===== src/rtl/timed_repeat_event_table_top_macros.svh =====
// ---------------------------------------------------------------------------
// Assertion macros for the timed repeat event table
// Shared concurrent-assertion wrappers; clocked on clk, disabled in rst.
// ---------------------------------------------------------------------------
`ifndef TIMED_REPEAT_EVENT_TABLE_TOP_MACROS_SVH
`define TIMED_REPEAT_EVENT_TABLE_TOP_MACROS_SVH

// same-cycle implication
`define TREVT_ASSERT_IMP(label, ante, cons, msg) \
  label: assert property (@(posedge clk) disable iff (rst) (ante) |-> (cons)) \
    else $error(msg);

// next-cycle implication
`define TREVT_ASSERT_NXT(label, ante, cons, msg) \
  label: assert property (@(posedge clk) disable iff (rst) (ante) |=> (cons)) \
    else $error(msg);

`endif


===== src/rtl/trevt_pkg.sv =====
// ---------------------------------------------------------------------------
// trevt_pkg
// Shared types and constants of the timed repeat event table.
// ---------------------------------------------------------------------------
package trevt_pkg;

  // command codes
  typedef enum logic {
    CMD_REGISTER = 1'b0,
    CMD_CLEAR    = 1'b1
  } cmd_t;

  // config port
  localparam int DATA_BITS   = 32;
  localparam int ADDR_BITS   = 3;
  localparam int WINDOW_BITS = 16;
  localparam logic [WINDOW_BITS-1:0] WINDOW_RESET = 16'd350;

  // register index (byte address / 4)
  localparam logic [ADDR_BITS-3:0] REG_REPEAT_WINDOW = 1'b0;

  // control flags carried by the search packet along the chain
  typedef struct packed {
    logic active;      // packet holds a live lookup
    logic found;       // id matched a valid slot
    logic free_found;  // an invalid slot was passed before any match
  } scan_flags_t;

endpackage


===== src/rtl/trevt_cell.sv =====
// ---------------------------------------------------------------------------
// trevt_cell
// One table slot plus one stage of the search packet that walks the chain.
// ---------------------------------------------------------------------------
module trevt_cell
  import trevt_pkg::*;
#(
  parameter int ID_BITS    = 16,
  parameter int TIME_BITS  = 32,
  parameter int IDX_BITS   = 6,
  parameter int CELL_INDEX = 0
) (
  input  logic clk,
  input  logic rst,
  input  logic clr,
  input  logic wr_en,
  input  logic [IDX_BITS-1:0]  wr_idx,
  input  logic [ID_BITS-1:0]   wr_id,
  input  logic [TIME_BITS-1:0] wr_stamp,
  input  logic [ID_BITS+3*TIME_BITS+3*IDX_BITS+3-1:0] pkt_in,
  output logic [ID_BITS+3*TIME_BITS+3*IDX_BITS+3-1:0] pkt_out,
  output logic valid
);

  typedef struct packed {
    scan_flags_t           flags;
    logic [ID_BITS-1:0]    id;
    logic [TIME_BITS-1:0]  now;
    logic [IDX_BITS-1:0]   match_idx;
    logic [TIME_BITS-1:0]  match_stamp;
    logic [IDX_BITS-1:0]   free_idx;
    logic [TIME_BITS-1:0]  oldest_stamp;
    logic [IDX_BITS-1:0]   oldest_idx;
  } pkt_t;

  localparam logic [IDX_BITS-1:0] MY_IDX = IDX_BITS'(CELL_INDEX);

  logic [ID_BITS-1:0]   slot_id;
  logic [TIME_BITS-1:0] slot_stamp;
  logic                 slot_valid;
  pkt_t                 pin;
  pkt_t                 pkt_next;
  pkt_t                 pkt;

  assign pin     = pkt_in;
  assign pkt_out = pkt;
  assign valid   = slot_valid;

  // lowest match wins; free slot freezes the oldest search
  always_comb begin
    pkt_next = pin;
    if (pin.flags.active && !pin.flags.found) begin
      if (slot_valid && (slot_id == pin.id)) begin
        pkt_next.flags.found = 1'b1;
        pkt_next.match_idx   = MY_IDX;
        pkt_next.match_stamp = slot_stamp;
      end else if (!pin.flags.free_found) begin
        if (!slot_valid) begin
          pkt_next.flags.free_found = 1'b1;
          pkt_next.free_idx         = MY_IDX;
        end else if (slot_stamp < pin.oldest_stamp) begin
          pkt_next.oldest_stamp = slot_stamp;
          pkt_next.oldest_idx   = MY_IDX;
        end
      end
    end
  end

  always_ff @(posedge clk) begin
    pkt.id           <= pkt_next.id;
    pkt.now          <= pkt_next.now;
    pkt.match_idx    <= pkt_next.match_idx;
    pkt.match_stamp  <= pkt_next.match_stamp;
    pkt.free_idx     <= pkt_next.free_idx;
    pkt.oldest_stamp <= pkt_next.oldest_stamp;
    pkt.oldest_idx   <= pkt_next.oldest_idx;
    if (rst) begin
      pkt.flags <= '0;
    end else begin
      pkt.flags <= pkt_next.flags;
    end
  end

  always_ff @(posedge clk) begin
    if (wr_en && (wr_idx == MY_IDX)) begin
      slot_id    <= wr_id;
      slot_stamp <= wr_stamp;
    end
    if (rst || clr) begin
      slot_valid <= 1'b0;
    end else if (wr_en && (wr_idx == MY_IDX)) begin
      slot_valid <= 1'b1;
    end
  end

endmodule


===== config.mk =====
export PLATFORM = sky130hd
export DESIGN_NAME = trevt_cell
export DESIGN_NICKNAME = d
export VERILOG_FILES = /design/src/rtl/timed_repeat_event_table_top_macros.svh /design/src/rtl/trevt_pkg.sv /design/src/rtl/trevt_cell.sv
export SDC_FILE = /design/constraint.sdc
export NUM_CORES = 1
export LEC_CHECK = 0
export BUFFER_PORTS_ARGS = -buffer_cell sky130_fd_sc_hd__buf_2
export CAP_MARGIN = 20
export CORE_ASPECT_RATIO = 1.2
export CORE_MARGIN = 2
export CORE_UTILIZATION = 30
export DETAILED_ROUTE_END_ITERATION = 16
export GPL_TIMING_DRIVEN = 0
export SYNTH_ARGS = -nofsm -noshare
export SYNTH_HDL_FRONTEND = slang
export SYNTH_SLANG_ARGS = --single-unit

===== constraint.sdc =====
create_clock -name clk -period 10.2 [get_ports clk]
set_input_delay 0.51 -clock clk [delete_from_list [all_inputs] [get_ports clk]]
set_output_delay 0.51 -clock clk [all_outputs]
set_load 0.01 [all_outputs]

==> impl_metrics.ini, run 1 <==
[status]
outcome = complete, no violations

[finish]
multi_input_area_sq_um = 1820
antenna_cells = 0
layoutNonFillerInstCount = 1047
seq_area_sq_um = 4120
final_common_cell = buf_2
nFillCells = 1926
drive_above_1_share_pct = 56.3
nets = 991
layout_common_cells = 326 x buf_2, 134 x dfxtp_1, 48 x edfxtp_1, 47 x mux2_2, 33 x inv_1
syn2layout_area_growth_pct = 42.6
fin_util_pct = 43.4

[routing]
ant_nets = 0
first_pass_iters = 4
avgRoutedWirePerCell_microns = 15.0
routed_wl_microns = 15700
vias = 4310
drc = 0
drt_iter0_markers = 109
routed_via_density = 4.12

[synth]
synthArstFlopShare_pct = 0
ys_ff_latch = 182
synth-edff-count = 48
syn_area_sq_um = 6140
ys_types = 36
avgSynthCellArea_sq_um = 14.7
yosys_warnings = 0
yosysSeqAreaShare_pct = 67.1
synth_fp_nets = 641
synthCells = 419
ys.flop_type = dfxtp_1

[sta]
rsz0062_at_grt = no
worst_slack_ps = 7580
hold_violations = 0
tightestPinTransition_ps = 707
setup_viol = 0
final.setup.tns_ps = 0
slew_headroom_pct = 52.5
finalMaxSlewViolations = 0
post-route-period-util_pct = 25.7
fin_crit_ps = 2620
finClkSkew_ps = 6.87
fmax_mhz = 381

[worst_setup_path]
startpoint_type = flop
rrSetupSlack_ps = 7580
worstPathRequired_ps = 10520
arrival_ps = 2940
end_kind = flop
critPathKind = flop to flop
cp_max_fo = 10

[pwr]
p_seq_share_pct = 49.8
p_clk_share_pct = 42.5
power_leakage_nw = 4.15
p_comb_share_pct = 7.8
internal-power_w = 0.00117
p_total_w = 0.00156
switchingPower_w = 0.000389
cellPowerDensity_nw_per_um2 = 178
ir_drop_uv = 125
swShare_pct = 24.9

[cts]
insertion_delay_ps = 430
clock-root-buffer = clkbuf_16
numCtsBuffers = 17
cts_tree = yes
h-tree-depth = 4
ctsHoldBuffers = 0
clock_sinks = 182
post_cts_buffers = 0
clkTransAtPathRegs_ps = 80
ctsResizeCount = 0
cts_buffer_depth = 2

[floorplan]
ios = 325
fp-row-count = 57
coreArea_sq_um = 20200
die_x_microns = 135
die_h_microns = 161
start_util_pct = 30.4
die_area_sq_um = 21600

[grt]
grt_pass1_vias = 4569
grt_pass1_wl_microns = 23600
grt_max_degree = 21
globalRoute.totalOverflow = 0
antenna_found_initial = 0
grt_use_total_pct = 14.5

[place]
dp_hpwl_microns = 12700
dp_cells = 1015
gp_congestion = 0.736
port_buffers = 324
pre_cts_ws_ps = 7210

[run]
drv_cap = 0

[worst_hold_path]
hp-class = input pin to flop
-- power by group through the flow --
stage	sequential, W	clock, W	combinational, W
2_1_floorplan	0.000809	0	0.0000329
3_3_place_gp	0.000793	0	0.000122
3_5_place_dp	0.000793	0	0.000123
4_1_cts	0.000777	0.000686	0.000124
5_1_grt	0.000779	0.000718	0.000134
6_report	0.000776	0.000663	0.000121
-- synth_stat cells (5+ instances only) --
cell type,count,area share (%)
edfxtp_1,48,23
mux2_4,17,4.2
nor2_1,9,0.55
nand4_1,5,0.51
dfxtp_1,134,44
mux2_2,47,8.6
and2_1,6,0.61
inv_1,33,2.0
ha_1,31,6.3
nor2b_1,13,1.3
nand2_1,9,0.55
a21oi_1,11,0.90
xnor2_1,12,1.7
-- final timing paths --
kind,from,end,depth (start not counted)
worst min-delay path,pkt_in[111],pkt_out[111],1
worst max register to register,slot_stamp[4],pkt_out[24],8
worst max-delay path,slot_stamp[4],pkt_out[24],8
worst min register to register,slot_stamp[0],pkt_out[44],1
-- metrics by stage --
step	cell area, sq um	hold slack (ps)
2_1_floorplan	6140	495
3_3_place_gp	8100	523
3_5_place_dp	8160	527
4_1_cts	8760	152
5_1_grt	8760	143
6_report	8760	176
-- layout make-up --
cell class / instances / area share (%)
Sequential cell: 182 / 47.1
Multi-Input combinational cell: 196 / 20.8
Timing Repair Buffer: 331 / 19.2
Clock buffer: 17 / 4.86
Tap cell: 265 / 3.78
Clock inverter: 15 / 2.01
Inverter: 33 / 1.41
Buffer: 8 / 0.885
-- layer usage --
layer / wire, microns / track usage [%]
met3: 1320 / 5.68
met4: 274 / 4.64
met1: 5950 / 15.2
met5: 0 / 0
met2: 8110 / 26.3
-- critical path, stage by stage (launching register included) --
cell and delay [ps]:
edfxtp_1 450, ha_1 320, a211o_1 310, a211oi_1 190, o21ai_1 170, a211oi_2 340
buf_6 230, buf_8 180, mux2_4 310
-- logic make-up (layout without fill, tap and decap cells) --
group,Yosys count,in the layout,synth area share (%)
flops,182,182,67.1
mux,64,64,12.8
simple gates,57,57,5.13
buf+inv,41,404,3.28
fa+ha+maj,31,31,6.31
compound gates,28,28,3.10
xor+xnor,16,16,2.28
-- flip-flops by register name (all words and copies together), names as in the netlist --
| register | count |
|---|---|
| pkt_out | 133 |
| valid | 1 |
| slot_stamp | 32 |
| slot_id | 16 |
Power figures use the tool's default switching activity.
==> inputs of run 2 (changes only) <==
clock period = 2.2 ns   (was 10.2 ns; I/O delays follow)
==> run 2 against run 1 <==
Die area unchanged. Worst hold slack lost 140 ps. The flow now finishes with violations (negative setup slack). Clock power grew to 4.6 times the previous value. Largest cell class unchanged. Critical endpoint is now pkt_out[29]. Sequential share of layout area decreased by 9.3 points.
==> impl_metrics.ini, run 2 (same netlist as run 1, synthesis figures left out) <==
[status]
outcome = finished with violations
violations = negative setup slack

[worst_setup_path]
arrival_ps = 2670
critPathTopFamily = compound AO/OA/AOI/OAI gates
worstPathRequired_ps = 2510
startpoint_type = flop
path_buf_inv = 2
slowest_delay_ps = 450
cpMostUsedCell = a211oi_2
critPathSlowestCell = edfxtp_1
end_kind = flop
crit_chain = ha_4, a211o_1, a211oi_2, o21ai_2, a211oi_2, buf_6, buf_12, mux2_4
critPathKind = flop to flop
cp_max_fo = 10

[grt]
antenna_found_initial = 2
globalRoute.totalOverflow = 0
grt_pass1_wl_microns = 28700
grt_use_total_pct = 17.3
grt_pass1_vias = 5718
grt_max_degree = 20

[routing]
avgRoutedWirePerCell_microns = 14.9
routed_via_density = 4.13
vias = 5138
drt_iter0_markers = 106
ant_nets = 0
first_pass_iters = 4
drc = 0
routed_wl_microns = 18500

[floorplan]
die_area_sq_um = 21600
ios = 325
die_x_microns = 135
fp-row-count = 57
die_h_microns = 161
start_util_pct = 30.4
coreArea_sq_um = 20200

[cts]
cts_buffer_depth = 2
clock-root-buffer = clkbuf_16
h-tree-depth = 4
insertion_delay_ps = 420
clkTransAtPathRegs_ps = 80
numCtsBuffers = 17
cts_tree = yes
clock_sinks = 182

[finish]
largest_reg_flops = 133
nets = 1186
final_common_cell = buf_2
layout_common_cells = 324 x buf_2, 183 x dlygate4sd3_1, 134 x dfxtp_1, 48 x edfxtp_1, 39 x mux2_2
syn2layout_area_growth_pct = 77.8
drive_above_1_share_pct = 47.7
fin_area_sq_um = 10900

[sta]
holdWs_ps = 39.2
worst_slack_ps = -168
slew_headroom_pct = 56.1
hold_violations = 0
final.setup.tns_ps = -4860
fin_crit_ps = 2370
rsz0062_at_grt = yes
fmax_mhz = 422
finClkSkew_ps = 11.5
tightestPinTransition_ps = 654
setup_viol = 32
post-route-period-util_pct = 108
finalMaxSlewViolations = 0

[pwr]
p_seq_share_pct = 47.8
swShare_pct = 24.5
ir_drop_uv = 553
switchingPower_w = 0.00184
power_leakage_nw = 5.04
cellPowerDensity_nw_per_um2 = 691
p_clk_share_pct = 40.9
p_comb_share_pct = 11.4
internal-power_w = 0.00570

[run]
drv_cap = 0

[place]
gp_congestion = 0.726
port_buffers = 324
dpl-instance-area_sq_um = 8180
pre_cts_ws_ps = -319
dp_hpwl_microns = 12600

[worst_hold_path]
hp-class = input pin to flop
==> run 2: cell types whose count changed in the layout (fill, tap and decap cells not counted), moves of 7 or more <==
cell,previous run,this run
ha_4,0,7
mux2_2,47,39
dlygate4sd3_1,0,183
buf_4,7,16
ha_1,31,24
mux2_4,17,25
==> run 2: layout make-up <==
type | instances | area [sq um]
sequential | 182 | 4120
antenna | 2 | 5.00
clock inverter | 14 | 151
fill | 1714 | 9260
tap | 265 | 332
clock buffer | 18 | 450
multi-input combinational | 196 | 2000
inverter | 33 | 124
timing repair buffer | 526 | 3640
buffer | 8 | 104
==> run 2: layer usage <==
metal | vias to the layer above | track usage (%) | routed length [microns]
met2 | 207 | 33.1 | 10100
met5 | - | 0 | 0
met4 | 0 | 4.88 | 187
li1 | 2551 | - | -
met3 | 10 | 5.27 | 1280
met1 | 2370 | 17.8 | 6990
==> run 2: worst paths after layout <==
kind	start	end	slack, ps	cells after the start
hold / removal	wr_idx[3]	slot_id[6]	40	2
setup / recovery	slot_stamp[4]	pkt_out[29]	-170	8
hold reg to reg	slot_stamp[2]	pkt_out[8]	540	1
setup reg to reg	slot_stamp[4]	pkt_out[29]	-170	8
==> run 2: per-stage QoR <==
step	utilization, %	total power [W]	std cells
5_1_grt	54.1	0.00787	1244
2_1_floorplan	-	0.00391	419
6_report	54.1	0.00754	1244
3_3_place_gp	40.3	0.00424	1008
4_1_cts	53.2	0.00763	1237
3_5_place_dp	40.5	0.00425	1012
==> run 2: power by group through the flow <==
stage               sequential, W  combinational (W)  clock (W)
global placement          0.00367           0.000568          0
detailed placement        0.00368           0.000574          0
finish                    0.00360           0.000857    0.00308
global route              0.00361           0.000933    0.00332
floorplan                 0.00375           0.000156          0
CTS                       0.00360           0.000837    0.00319
==> run 2: timing repair <==
action | CTS | global route
resized for setup | 6 | 25
endpoints found under the setup margin | 51 | 61
pin swaps | 10 | 12
hold buffers | 183 | 0
hold endpoints to repair | 182 | 0
setup buffers | 10 | 5
==> inputs of run 3 (changes only) <==
MAX_ROUTING_LAYER = met4   (was unset)
PLACE_DENSITY_LB_ADDON = 0.05   (was unset)
==> run 3 against run 2 <==
The flow still finishes with violations (negative setup slack). Sequential power about the same. Via count decreased by 0.12%. Sequential cell count unchanged. Routed wire length decreased by 1.5%. Global-route usage increased by 0.069 points. Worst hold slack got worse by 12 ps. Cell area increased by 0.17%. Count of clock-buffer cells in the layout increased by 3. First-iteration DRC count increased by 6.6%. Critical path depth unchanged.
==> impl_metrics.ini, run 3 (same netlist as run 1, synthesis figures left out) <==
[sta]
rsz0062_at_grt = yes
hold_violations = 0
finalMaxSlewViolations = 0
fmax_mhz = 422
finClkSkew_ps = 11.0
tightestPinTransition_ps = 719
post-route-period-util_pct = 108
setup_viol = 32
fin_crit_ps = 2370
worst_slack_ps = -171
slew_headroom_pct = 51.7
holdWs_ps = 26.9

[routing]
drt_iter0_markers = 113
routed_wl_microns = 18300
drc = 0
vias = 5132
ant_nets = 0
routed_via_density = 4.13
first_pass_iters = 4
avgRoutedWirePerCell_microns = 14.7

[worst_setup_path]
cp_max_fo = 10
end_kind = flop
rrSetupSlack_ps = -170
worstPathRequired_ps = 2510
critPathKind = flop to flop
reg2reg_depth = 8
rr_startpoint = slot_stamp[22]
startpoint_type = flop
arrival_ps = 2680
r2r-end = pkt_out[30]

[grt]
grt_pass1_wl_microns = 27900
antenna_found_initial = 0
grt_use_total_pct = 17.3
grt_max_degree = 18
grt_pass1_vias = 5650
globalRoute.totalOverflow = 0

[cts]
cts_buffer_depth = 2
clkTransAtPathRegs_ps = 80
cts_tree = yes
clock_sinks = 182
numCtsBuffers = 17
insertion_delay_ps = 430
h-tree-depth = 4
clock-root-buffer = clkbuf_16

[floorplan]
start_util_pct = 30.4
die_h_microns = 161
die_area_sq_um = 21600
die_x_microns = 135
coreArea_sq_um = 20200
fp-row-count = 57
ios = 325

[finish]
nFillCells = 1778
layout_common_cells = 325 x buf_2, 183 x dlygate4sd3_1, 134 x dfxtp_1, 48 x edfxtp_1, 34 x mux2_4
drive_above_1_share_pct = 47.8
layoutNonFillerInstCount = 1244
fin_util_pct = 54.2
nets = 1188
final_common_cell = buf_2
fin_area_sq_um = 10900
syn2layout_area_growth_pct = 78.1
largest_reg_flops = 133
antenna_cells = 0

[place]
pre_cts_ws_ps = -293
dp_cells = 1012
gp_congestion = 0.747
dp_hpwl_microns = 13000
dpl-instance-area_sq_um = 8180
port_buffers = 324

[status]
violations = negative setup slack
outcome = finished with violations

[worst_hold_path]
hp-class = input pin to flop
worstHoldEndpoint = slot_id[6]
hold_depth = 2
hold_start = wr_idx[3]

[pwr]
ir_drop_uv = 516
power_leakage_nw = 5.07
cellPowerDensity_nw_per_um2 = 695

[run]
drv_cap = 0
## run 3: changes by cell type in the layout (fill, tap and decap cells not counted), moves of 2 or more
cell	change
ha_1	+2
ha_4	-2
diode_2	-2
mux2_4	+9
mux2_2	-9
clkinv_4	+2
clkbuf_8	+2
buf_6	+4
clkinv_8	-3
## run 3: layout make-up
type                    count  area, sq um  share of cell area [%]
clock buffers              21          482                    4.40
multi-input cells         196         2010                    18.3
well taps                 265          332                    3.03
repair buffers            528         3650                    33.4
plain buffers               8         92.6                   0.846
clock inverters            11          125                    1.14
flip-flops and latches    182         4120                    37.7
inverters                  33          124                    1.13
## run 3: repair_timing
action | CTS | global route
buffers inserted | 9 | 8
gates resized for setup | 15 | 22
hold buffers | 183 | 0
endpoints found under the hold margin | 182 | 0
endpoints found under the setup margin | 42 | 47
pin swaps | 8 | 12
## run 3: power by group
part,internal [W],switching [W],total (W)
sequential,0.00357,0.0000334,0.00360
clock,0.00174,0.00141,0.00315
combinational,0.000540,0.000316,0.000856
total,0.00584,0.00176,0.00760
## run 3: worst max-delay path by stage
stage / start / endpoint / cells after the start
6_report: slot_stamp[22] / pkt_out[30] / 8
5_1_grt: slot_stamp[19] / pkt_out[28] / 9
4_1_cts: slot_stamp[26] / pkt_out[11] / 9
3_5_place_dp: slot_stamp[31] / pkt_out[29] / 9
3_3_place_gp: wr_idx[2] / valid / 5
2_1_floorplan: wr_idx[2] / slot_id[0] / 2
## run 3: critical path, cell delays in order, from the launching register on
cell	delay, ps
edfxtp_1	430
ha_1	310
and4_1	220
a221oi_2	300
nor3_2	80
a211oi_2	280
buf_6	170
buf_12	150
mux2_4	300
## run 3: routing by layer
metal | up-vias | part of all wire [%] | track usage, %
li1 | 2549 | - | -
met1 | 2343 | 38 | 17.8
met2 | 211 | 53 | 31.1
met3 | 29 | 6.8 | 5.21
met4 | 0 | 2.2 | 6.08
met5 | - | 0 | -
## run 3: through the flow
| stage | setup TNS (ps) | total power (W) |
|---|---|---|
| floorplan | -25050 | 0.00391 |
| global placement | -95100 | 0.00425 |
| detailed placement | -8040 | 0.00425 |
| CTS | -5310 | 0.00769 |
| global route | -8380 | 0.00792 |
| finish | -4390 | 0.00760 |
